### src/rtl/sha256_pkg.sv
`timescale 1ns / 1ps
// ------------------------------------------------------------------------
// sha256 package
// shared types, constants and round functions for the sha-256 hasher
// ------------------------------------------------------------------------
package sha256_pkg;

    localparam int unsigned ByteTotalWidth = 61;

    // controller states
    typedef enum logic [2:0] {
        ST_IDLE,
        ST_LOAD,
        ST_ROUND,
        ST_UPDATE,
        ST_PAD,
        ST_EMIT
    } t_state;

    // controller to datapath commands
    typedef struct packed {
        logic store_byte;
        logic load_vars;
        logic do_round;
        logic add_hash;
        logic pad_start;
        logic pad_second;
        logic emit_shift;
        logic reset_hash;
    } t_cmd;

    // datapath to controller status
    typedef struct packed {
        logic block_full;
        logic total_sat;
        logic pad_two;
        logic round_last;
    } t_stat;

    function automatic logic [31:0] round_k(input logic [5:0] t);
        logic [31:0] k;
        begin
            case (t)
                6'd0: k = 32'h428a2f98; 6'd1: k = 32'h71374491;
                6'd2: k = 32'hb5c0fbcf; 6'd3: k = 32'he9b5dba5;
                6'd4: k = 32'h3956c25b; 6'd5: k = 32'h59f111f1;
                6'd6: k = 32'h923f82a4; 6'd7: k = 32'hab1c5ed5;
                6'd8: k = 32'hd807aa98; 6'd9: k = 32'h12835b01;
                6'd10: k = 32'h243185be; 6'd11: k = 32'h550c7dc3;
                6'd12: k = 32'h72be5d74; 6'd13: k = 32'h80deb1fe;
                6'd14: k = 32'h9bdc06a7; 6'd15: k = 32'hc19bf174;
                6'd16: k = 32'he49b69c1; 6'd17: k = 32'hefbe4786;
                6'd18: k = 32'h0fc19dc6; 6'd19: k = 32'h240ca1cc;
                6'd20: k = 32'h2de92c6f; 6'd21: k = 32'h4a7484aa;
                6'd22: k = 32'h5cb0a9dc; 6'd23: k = 32'h76f988da;
                6'd24: k = 32'h983e5152; 6'd25: k = 32'ha831c66d;
                6'd26: k = 32'hb00327c8; 6'd27: k = 32'hbf597fc7;
                6'd28: k = 32'hc6e00bf3; 6'd29: k = 32'hd5a79147;
                6'd30: k = 32'h06ca6351; 6'd31: k = 32'h14292967;
                6'd32: k = 32'h27b70a85; 6'd33: k = 32'h2e1b2138;
                6'd34: k = 32'h4d2c6dfc; 6'd35: k = 32'h53380d13;
                6'd36: k = 32'h650a7354; 6'd37: k = 32'h766a0abb;
                6'd38: k = 32'h81c2c92e; 6'd39: k = 32'h92722c85;
                6'd40: k = 32'ha2bfe8a1; 6'd41: k = 32'ha81a664b;
                6'd42: k = 32'hc24b8b70; 6'd43: k = 32'hc76c51a3;
                6'd44: k = 32'hd192e819; 6'd45: k = 32'hd6990624;
                6'd46: k = 32'hf40e3585; 6'd47: k = 32'h106aa070;
                6'd48: k = 32'h19a4c116; 6'd49: k = 32'h1e376c08;
                6'd50: k = 32'h2748774c; 6'd51: k = 32'h34b0bcb5;
                6'd52: k = 32'h391c0cb3; 6'd53: k = 32'h4ed8aa4a;
                6'd54: k = 32'h5b9cca4f; 6'd55: k = 32'h682e6ff3;
                6'd56: k = 32'h748f82ee; 6'd57: k = 32'h78a5636f;
                6'd58: k = 32'h84c87814; 6'd59: k = 32'h8cc70208;
                6'd60: k = 32'h90befffa; 6'd61: k = 32'ha4506ceb;
                6'd62: k = 32'hbef9a3f7; 6'd63: k = 32'hc67178f2;
                default: k = 32'h0;
            endcase
            return k;
        end
    endfunction

    function automatic logic [31:0] init_hash(input logic [2:0] i);
        logic [31:0] h;
        begin
            case (i)
                3'd0: h = 32'h6a09e667; 3'd1: h = 32'hbb67ae85;
                3'd2: h = 32'h3c6ef372; 3'd3: h = 32'ha54ff53a;
                3'd4: h = 32'h510e527f; 3'd5: h = 32'h9b05688c;
                3'd6: h = 32'h1f83d9ab; 3'd7: h = 32'h5be0cd19;
                default: h = 32'h0;
            endcase
            return h;
        end
    endfunction

    function automatic logic [31:0] rotr(input logic [31:0] x, input int unsigned n);
        return (x >> n) | (x << (32 - n));
    endfunction

endpackage

### src/rtl/sha256_ctrl.sv
`timescale 1ns / 1ps
// ------------------------------------------------------------------------
// sha256 controller
// sequences byte intake, compression rounds, padding and digest output
// ------------------------------------------------------------------------
module sha256_ctrl (
    input  logic                i_clk,
    input  logic                i_rst_n,
    input  logic                i_in_valid,
    input  logic                i_byte_valid,
    input  logic                i_last,
    input  logic                i_out_ready,
    input  sha256_pkg::t_stat   i_stat,
    output logic                o_in_ready,
    output logic                o_out_valid,
    output logic                o_out_final,
    output sha256_pkg::t_cmd    o_cmd
);
    import sha256_pkg::*;

    t_state     r_state, n_state;
    logic       r_fin, n_fin;     // finalize pending after current block
    logic       r_pad2, n_pad2;   // second padding block pending
    logic       r_done, n_done;   // padding already happened for this message
    logic [2:0] r_cnt, n_cnt;
    logic       w_take, w_store;

    assign w_take  = i_in_valid && (r_state == ST_IDLE);
    assign w_store = w_take && i_byte_valid && !i_stat.total_sat;

    // next state
    always_comb begin
        n_state = r_state;
        n_fin   = r_fin;
        n_pad2  = r_pad2;
        n_cnt   = r_cnt;
        case (r_state)
            ST_IDLE: begin
                if (w_take) begin
                    if (w_store && i_stat.block_full) begin
                        n_fin   = i_last;
                        n_state = ST_LOAD;
                    end else if (i_last) begin
                        n_state = ST_PAD;
                    end
                end
            end
            ST_PAD: begin
                n_pad2  = i_stat.pad_two;
                n_state = ST_LOAD;
            end
            ST_LOAD: n_state = ST_ROUND;
            ST_ROUND: if (i_stat.round_last) n_state = ST_UPDATE;
            ST_UPDATE: begin
                if (r_pad2) begin
                    n_pad2  = 1'b0;
                    n_state = ST_LOAD;
                end else if (r_fin) begin
                    n_fin   = 1'b0;
                    n_state = ST_PAD;
                end else if (r_done) begin
                    n_state = ST_EMIT;
                end else begin
                    n_state = ST_IDLE;
                end
            end
            ST_EMIT: begin
                if (i_out_ready) begin
                    n_cnt = r_cnt + 3'd1;
                    if (r_cnt == 3'd7) n_state = ST_IDLE;
                end
            end
            default: n_state = ST_IDLE;
        endcase
    end

    // padding done flag, cleared after the last digest word
    always_comb begin
        n_done = r_done;
        if (r_state == ST_PAD) n_done = 1'b1;
        if (r_state == ST_EMIT && i_out_ready && r_cnt == 3'd7) n_done = 1'b0;
    end

    always_ff @(posedge i_clk) begin
        if (!i_rst_n) begin
            r_state <= ST_IDLE;
            r_fin   <= 1'b0;
            r_pad2  <= 1'b0;
            r_cnt   <= 3'd0;
            r_done  <= 1'b0;
        end else begin
            r_state <= n_state;
            r_fin   <= n_fin;
            r_pad2  <= n_pad2;
            r_cnt   <= n_cnt;
            r_done  <= n_done;
        end
    end

    // outputs
    always_comb begin
        o_cmd            = '0;
        o_in_ready       = (r_state == ST_IDLE);
        o_out_valid      = (r_state == ST_EMIT);
        o_out_final      = (r_state == ST_EMIT) && (r_cnt == 3'd7);
        o_cmd.store_byte = w_store;
        o_cmd.load_vars  = (r_state == ST_LOAD);
        o_cmd.do_round   = (r_state == ST_ROUND);
        o_cmd.add_hash   = (r_state == ST_UPDATE);
        o_cmd.pad_start  = (r_state == ST_PAD);
        o_cmd.pad_second = (r_state == ST_UPDATE) && r_pad2;
        o_cmd.emit_shift = (r_state == ST_EMIT) && i_out_ready;
        o_cmd.reset_hash = (r_state == ST_EMIT) && i_out_ready && (r_cnt == 3'd7);
    end

endmodule

### src/rtl/sha256_dp.sv
`timescale 1ns / 1ps
// ------------------------------------------------------------------------
// sha256 datapath
// schedule window that also collects the block, round unit and hash state
// ------------------------------------------------------------------------
module sha256_dp (
    input  logic                i_clk,
    input  logic                i_rst_n,
    input  logic [7:0]          i_data_byte,
    input  sha256_pkg::t_cmd    i_cmd,
    output sha256_pkg::t_stat   o_stat,
    output logic [31:0]         o_digest_word
);
    import sha256_pkg::*;

    logic [ByteTotalWidth-1:0] r_total;
    logic [31:0]               r_h [8];
    logic [31:0]               r_v [8];
    logic [31:0]               r_w [16];
    logic [31:0]               w_pad [16];
    logic [31:0]               w_ins;
    logic [5:0]                r_t;
    logic [5:0]                w_idx;
    logic [63:0]               w_bits;
    logic [31:0]               w_wt, w_wn, w_s0, w_s1, w_t1, w_t2, w_e, w_a;

    assign w_idx  = r_total[5:0];
    assign w_bits = {r_total, 3'b000};

    assign o_stat.block_full = (w_idx == 6'd63);
    assign o_stat.total_sat  = (r_total == {ByteTotalWidth{1'b1}});
    assign o_stat.pad_two    = (w_idx >= 6'd56);
    assign o_stat.round_last = (r_t == 6'd63);
    assign o_digest_word     = r_h[0];

    // schedule word for this round
    assign w_s0 = rotr(r_w[1], 7) ^ rotr(r_w[1], 18) ^ (r_w[1] >> 3);
    assign w_s1 = rotr(r_w[14], 17) ^ rotr(r_w[14], 19) ^ (r_w[14] >> 10);
    assign w_wn = r_w[0] + w_s0 + r_w[9] + w_s1;
    assign w_wt = r_w[0];

    // round function
    assign w_a  = r_v[0];
    assign w_e  = r_v[4];
    assign w_t1 = r_v[7] + (rotr(w_e, 6) ^ rotr(w_e, 11) ^ rotr(w_e, 25))
                + ((w_e & r_v[5]) ^ (~w_e & r_v[6])) + round_k(r_t) + w_wt;
    assign w_t2 = (rotr(w_a, 2) ^ rotr(w_a, 13) ^ rotr(w_a, 22))
                + ((w_a & r_v[1]) ^ (w_a & r_v[2]) ^ (r_v[1] & r_v[2]));

    // big-endian byte insert into the current block word
    always_comb begin
        w_ins = r_w[w_idx[5:2]];
        case (w_idx[1:0])
            2'd0: w_ins[31:24] = i_data_byte;
            2'd1: w_ins[23:16] = i_data_byte;
            2'd2: w_ins[15:8]  = i_data_byte;
            2'd3: w_ins[7:0]   = i_data_byte;
            default: w_ins = r_w[w_idx[5:2]];
        endcase
    end

    // padded block image: 0x80 marker, zero fill, bit length
    always_comb begin
        for (int j = 0; j < 16; j++) begin
            w_pad[j] = r_w[j];
            if (i_cmd.pad_second) begin
                w_pad[j] = 32'h0;
            end else begin
                for (int b = 0; b < 4; b++) begin
                    if (6'(4*j+b) == w_idx) w_pad[j][31-8*b -: 8] = 8'h80;
                    else if (6'(4*j+b) > w_idx) w_pad[j][31-8*b -: 8] = 8'h00;
                end
            end
        end
        if (i_cmd.pad_second || (w_idx < 6'd56)) begin
            w_pad[14] = w_bits[63:32];
            w_pad[15] = w_bits[31:0];
        end
    end

    // byte count
    always_ff @(posedge i_clk) begin
        if (!i_rst_n || i_cmd.reset_hash) r_total <= '0;
        else if (i_cmd.store_byte) r_total <= r_total + 1'b1;
    end

    // block collection, padding and schedule window
    always_ff @(posedge i_clk) begin
        if (i_cmd.store_byte) begin
            r_w[w_idx[5:2]] <= w_ins;
        end else if (i_cmd.pad_start || i_cmd.pad_second) begin
            for (int j = 0; j < 16; j++) r_w[j] <= w_pad[j];
        end else if (i_cmd.do_round) begin
            for (int j = 0; j < 15; j++) r_w[j] <= r_w[j+1];
            r_w[15] <= w_wn;
        end
    end

    // working variables
    always_ff @(posedge i_clk) begin
        if (i_cmd.load_vars) begin
            for (int j = 0; j < 8; j++) r_v[j] <= r_h[j];
        end else if (i_cmd.do_round) begin
            r_v[7] <= r_v[6]; r_v[6] <= r_v[5]; r_v[5] <= w_e;
            r_v[4] <= r_v[3] + w_t1;
            r_v[3] <= r_v[2]; r_v[2] <= r_v[1]; r_v[1] <= w_a;
            r_v[0] <= w_t1 + w_t2;
        end
    end

    // round counter
    always_ff @(posedge i_clk) begin
        if (!i_rst_n || i_cmd.load_vars) r_t <= '0;
        else if (i_cmd.do_round) r_t <= r_t + 6'd1;
    end

    // hash state, rotated out during emit
    always_ff @(posedge i_clk) begin
        if (!i_rst_n || i_cmd.reset_hash) begin
            for (int j = 0; j < 8; j++) r_h[j] <= init_hash(3'(j));
        end else if (i_cmd.add_hash) begin
            for (int j = 0; j < 8; j++) r_h[j] <= r_h[j] + r_v[j];
        end else if (i_cmd.emit_shift) begin
            for (int j = 0; j < 7; j++) r_h[j] <= r_h[j+1];
            r_h[7] <= r_h[0];
        end
    end

endmodule

### src/rtl/sha256_stream_hasher.sv
`timescale 1ns / 1ps
// ------------------------------------------------------------------------
// sha256 stream hasher
// byte-stream sha-256 with padding and digest output
// ------------------------------------------------------------------------
// input: one byte per transaction; tdata[7:0] is the byte, tuser marks it
// valid, tlast ends the message. output: eight 32-bit digest words, word 0
// first, tlast on the eighth.
// a byte that does not fill a block is stored without holding intake. the
// 64th byte of a block holds intake for a load of the working variables,
// 64 rounds on the single shared round unit and a hash update. on tlast,
// padding and one or two compressions run; the digest is then shown one word
// per cycle while the receiver takes it; a stalled receiver holds the word.
// input is not taken during compression, padding or digest output.
// after the digest the hash state returns to the initial values by itself.
// reset: synchronous, active low; clears the byte count and hash state.
// ------------------------------------------------------------------------
module sha256_stream_hasher (
    input  logic        i_clk,
    input  logic        i_rst_n,
    input  logic        s_axis_tvalid,
    output logic        s_axis_tready,
    input  logic [7:0]  s_axis_tdata,   // [7:0] data_byte
    input  logic        s_axis_tuser,   // byte_valid
    input  logic        s_axis_tlast,   // last
    output logic        m_axis_tvalid,
    input  logic        m_axis_tready,
    output logic [31:0] m_axis_tdata,   // [31:0] digest_word
    output logic        m_axis_tlast    // final_word
);
    import sha256_pkg::*;

    t_cmd  w_cmd;
    t_stat w_stat;

    sha256_ctrl u_ctrl (
        .i_clk        (i_clk),
        .i_rst_n      (i_rst_n),
        .i_in_valid   (s_axis_tvalid),
        .i_byte_valid (s_axis_tuser),
        .i_last       (s_axis_tlast),
        .i_out_ready  (m_axis_tready),
        .i_stat       (w_stat),
        .o_in_ready   (s_axis_tready),
        .o_out_valid  (m_axis_tvalid),
        .o_out_final  (m_axis_tlast),
        .o_cmd        (w_cmd)
    );

    sha256_dp u_dp (
        .i_clk         (i_clk),
        .i_rst_n       (i_rst_n),
        .i_data_byte   (s_axis_tdata),
        .i_cmd         (w_cmd),
        .o_stat        (w_stat),
        .o_digest_word (m_axis_tdata)
    );

`ifndef SYNTH
    // no input taken while digest words are shown
    a_no_overlap: assert property (@(posedge i_clk) disable iff (!i_rst_n)
        !(s_axis_tready && m_axis_tvalid)) else $error("in and out overlap");
    // final word handshake ends output
    a_end_out: assert property (@(posedge i_clk) disable iff (!i_rst_n)
        (m_axis_tvalid && m_axis_tready && m_axis_tlast) |=> !m_axis_tvalid)
        else $error("output continues after final word");
`endif

endmodule

### config.mk
export PLATFORM = sky130hd
export DESIGN_NAME = sha256_stream_hasher
export DESIGN_NICKNAME = d
export VERILOG_FILES = /design/src/rtl/sha256_pkg.sv /design/src/rtl/sha256_ctrl.sv /design/src/rtl/sha256_dp.sv /design/src/rtl/sha256_stream_hasher.sv
export SDC_FILE = /design/constraint.sdc
export NUM_CORES = 2
export LEC_CHECK = 0
export ABC_CLOCK_PERIOD_IN_PS = 33000
export BUFFER_PORTS_ARGS = -buffer_cell sky130_fd_sc_hd__buf_2
export CAP_MARGIN = 20
export CORE_AREA = 3 3 503 505
export DETAILED_ROUTE_END_ITERATION = 6
export DIE_AREA = 0 0 506 508
export PLACE_DENSITY_LB_ADDON = 0.1
export SLEW_MARGIN = 20
export SYNTH_ARGS = -nofsm -noshare
export SYNTH_HDL_FRONTEND = slang
export SYNTH_SLANG_ARGS = --single-unit
### constraint.sdc
create_clock -name i_clk -period 33 [get_ports i_clk]
set_input_delay 4.95 -clock i_clk [delete_from_list [all_inputs] [get_ports i_clk]]
set_output_delay 4.95 -clock i_clk [all_outputs]
set_load 0.02 [all_outputs]
==> metrics.md <==
| Metric | Value |
|---|---|
| Root buf cell | clkbuf_16 |
| Worst-path clk slew | 0.06 ns |
| Syn. warnings | 0 |
| Hold Path End | u_ctrl.r_cnt[1]$_SDFFE_PN0P_ |
| Mapped Cells | 7,516 |
| Maximum root-to-sink buffer count | 3 |
| Minimum clock period | between 8 and 9 ns |
| EDFF count, synth | 1,024 |
| R2R cell count | 33 |
| Netlist Area Pre-Place | roughly 75,000 um^2 |
| Outcome | finished clean |
| CP max FO | 6 |
| Max rail drop VDD | 0.00007407 V |
| Final HPWL DP | 214,700 um |
| Row cnt | about 180 |
| Max Slew Vio Count | 0 |
| DR WL/cell | approximately 27 um |
| I/O pin cnt | between 40 and 50 |
| Worst hold slack | about 0.47 ns |
| FF-to-FF End | u_dp.r_v[0][30]$_DFFE_PP_ |
| Crit-path most repeated cell | inv_1 |
| Ranking of synthesized cells by area | edfxtp_1 41%, ha_1 6.6%, a21o_1 5.8%, nand2_1 5.4%, fa_1 5.2% |
| Final core utilization | 0.3342 |
| Die X | around 510 um |
| PostCTS Resize Cnt | 0 |
| Commonest cells in the netlist | 1,070 x nand2_1, 1,024 x edfxtp_1, 577 x a21o_1 |
| Cell family with most CP delay | compound AO/OA/AOI/OAI gates |
| Endpoints failing setup | 0 |
| Total die area | about 260,000 um^2 |
| Setup repair bufs after CTS | 0 |
| Yosys reg bits | between 1,000 and 1,500 |
| Routed Antenna Nets | 0 |
| First DRT Iteration DRCs | around 6,200 |
| RSZ-0062 raised after global routing | no |
| Clock sinks | around 1,100 |
| Fmax | roughly 120 MHz |
| Crit path required time | approximately 34 ns |
| CTS tree | yes |
| Nets | 7,972 |
| Rel. slew slack | 0.2388 |
| Leak pwr | approximately 33 nW |
| Antenna violations before repair | 9 |
| Post-synth top area cell | edfxtp_1 |
| Hold Startpoint | u_ctrl.r_cnt[1]$_SDFFE_PN0P_ |
| Worst-skew pair later-pin latency | 0.85 ns |
| PwrDens | roughly 90 nW/um^2 |
| Netlist cell types | 89 |
| Syn avg cell area | 9.924 um^2 |
| PortBufs | 48 |
| Worst Max-Slew Pin Slew | between 1 and 1.5 ns |
| CTS Hold Buffers Added | 0 |
| Routed WL | 293,000 um |
| Final worst path period share | 0.2619 |
| Vias | approximately 59,000 |
| Primary FF master, synth | edfxtp_1 |
| Kind of critical path | reg2reg |
| Core Region | roughly 250,000 um^2 |
| Final hold viol count | 0 |
| Vias in the first global route | between 50,000 and 60,000 |
| GRT Residual Overflow | 0 |
| Global placer's final weighted congestion | 0.9142 |
| Ys async rst share | 0 |
| Initial core utilization | 0.3000 |
| TritonRoute pass-1 iters | 5 |
| CP startpoint | u_dp.r_v[0][155]$_DFFE_PP_ |
| Critical path endpoint category | flip-flop |
| Syn Nets | a little over 8,000 |
| GRT Overall Usage | 0.2215 |
| Vias per Instance | around 5.4 |
| Global-route wire length before repair | 419,200 um |
| Die extent in y | between 500 and 600 um |
| Clock skew | 0.07436 ns |
| Htree depth | 4 |
| Most frequent cell after synthesis | nand2_1 |
| Final TNS setup | 0 ns |
| Max-capacitance violation count | 0 |
| Share of cells above drive strength 1 | 0.05900 |
| Cts bufs inserted | about 150 |
| WP buf/inv | 5 |
| Synth top area share | 0.4122 |
| Slowest-stage cell, CP | edfxtp_1 |
| Area growth, synth to finish | 11.40% |
| Worst Hold Depth | 2 |
| Crit path DAT | between 9 and 10 ns |
| CP Launch Type | flip-flop |
| Register area share after synthesis | 0.4412 |
| DRC | 0 |
| Max incr delay on CP | between 0.5 and 0.6 ns |
| Register-to-register setup slack | approximately 24 ns |
| Largest net degree at the start of global routing | between 150 and 200 |
| Reg2reg start | u_dp.r_v[0][155]$_DFFE_PP_ |
| Worst hold path type | reg2reg |
kinds of logic (layout without fill, tap and decap cells):
kind of cell / count (synthesis) / count (layout) / synth area share
adder cells (fa/ha/maj): 612 / 612 / 0.1215
AND/OR/NAND/NOR: 2077 / 2077 / 0.1219
other: 0 / 2 / 0
flip-flops: 1132 / 1132 / 0.4412
AO/OA/AOI/OAI: 2213 / 2213 / 0.1929
multiplexers: 41 / 41 / 0.005535
XOR/XNOR: 632 / 632 / 0.07421
buffers and inverters: 809 / 784 / 0.04277
how the worst max path moves through the flow:
stage                           endpoint  slack [ns]  depth (start not counted)
2_1_floorplan   u_dp.r_v[0][0]$_DFFE_PP_       20.81                          3
3_3_place_gp                   flip-flop       23.53                         10
3_5_place_dp                   flip-flop       24.04                         13
4_1_cts        u_dp.r_v[0][30]$_DFFE_PP_       24.35                         33
5_1_grt        u_dp.r_v[0][30]$_DFFE_PP_       23.86                         33
6_report       u_dp.r_v[0][30]$_DFFE_PP_       24.36                         33
through the flow:
step           area [um^2]  setup slack [ns]  total power [mW]  cells
5_1_grt              83090             23.86             8.062  10820
2_1_floorplan        74590             20.81             4.689   7516
6_report             83100             24.36             7.520  10820
4_1_cts              83050             24.35             7.528  10820
3_5_place_dp         78180             24.04             5.844  10550
3_3_place_gp         78160             23.53             5.847  10540
power breakdown:
part           total [mW]  switching (mW)  internal (mW)  leakage (nW)
Sequential           1.84           0.123           1.71          10.1
Clock                1.64           0.714          0.927          2.33
Combinational        4.04            2.47           1.58          20.5
layout make-up:
| cell class | instances | area [um^2] |
|---|---|---|
| multi-input cells | 5575 | 38690 |
| repair buffers | 165 | 1156 |
| clock buffers | 197 | 3991 |
| diodes | 2 | 5.005 |
| well taps | 3330 | 4167 |
| flip-flops and latches | 1132 | 32910 |
| inverters | 345 | 1295 |
| clock inverters | 77 | 875.8 |
| fillers | 25440 | 165600 |
tightest hold or removal path: cells and delay by family (launching register included):
kind,cells,cell delay [ns]
AOI/OAI and AO/OA,1,0.07
DFF,1,0.31
and+or+nand+nor,1,0.05
per-layer routing:
layer  vias to the layer above  GRT usage  routed length [um]
met4                         2    0.06690                9128
met3                       337    0.03080               17290
li1                      26690          -                   -
met1                     29550     0.3358              143100
met5                         -          0                  13
met2                      1970     0.3238              123400
layout by cell type, fill, tap and decap left out, types with 64 or more instances in the layout:
| cell type | n |
|---|---|
| dfxtp_1 | 108 |
| a21o_1 | 577 |
| fa_1 | 195 |
| nand3_1 | 102 |
| xor2_1 | 256 |
| a221o_1 | 85 |
| o21ai_0 | 444 |
| buf_4 | 114 |
| a21oi_1 | 569 |
| nor2_1 | 450 |
| nand2_1 | 1065 |
| nand2b_1 | 64 |
| clkbuf_16 | 151 |
| inv_1 | 342 |
| xnor2_1 | 373 |
| edfxtp_1 | 1024 |
| ha_1 | 395 |
| nor3_1 | 96 |
state kept, by name, summed over array words and instances (netlist names), named ones only:
register        cells
u_ctrl.r_done       1
u_dp.r_t            6
u_dp.r_total       61
u_dp.r_v          256
u_ctrl.r_state      3
u_dp.r_w          512
u_ctrl.r_pad2       1
u_ctrl.r_fin        1
u_dp.r_h          256
u_ctrl.r_cnt        3
Note: power is estimated with default switching activity, not from simulation.
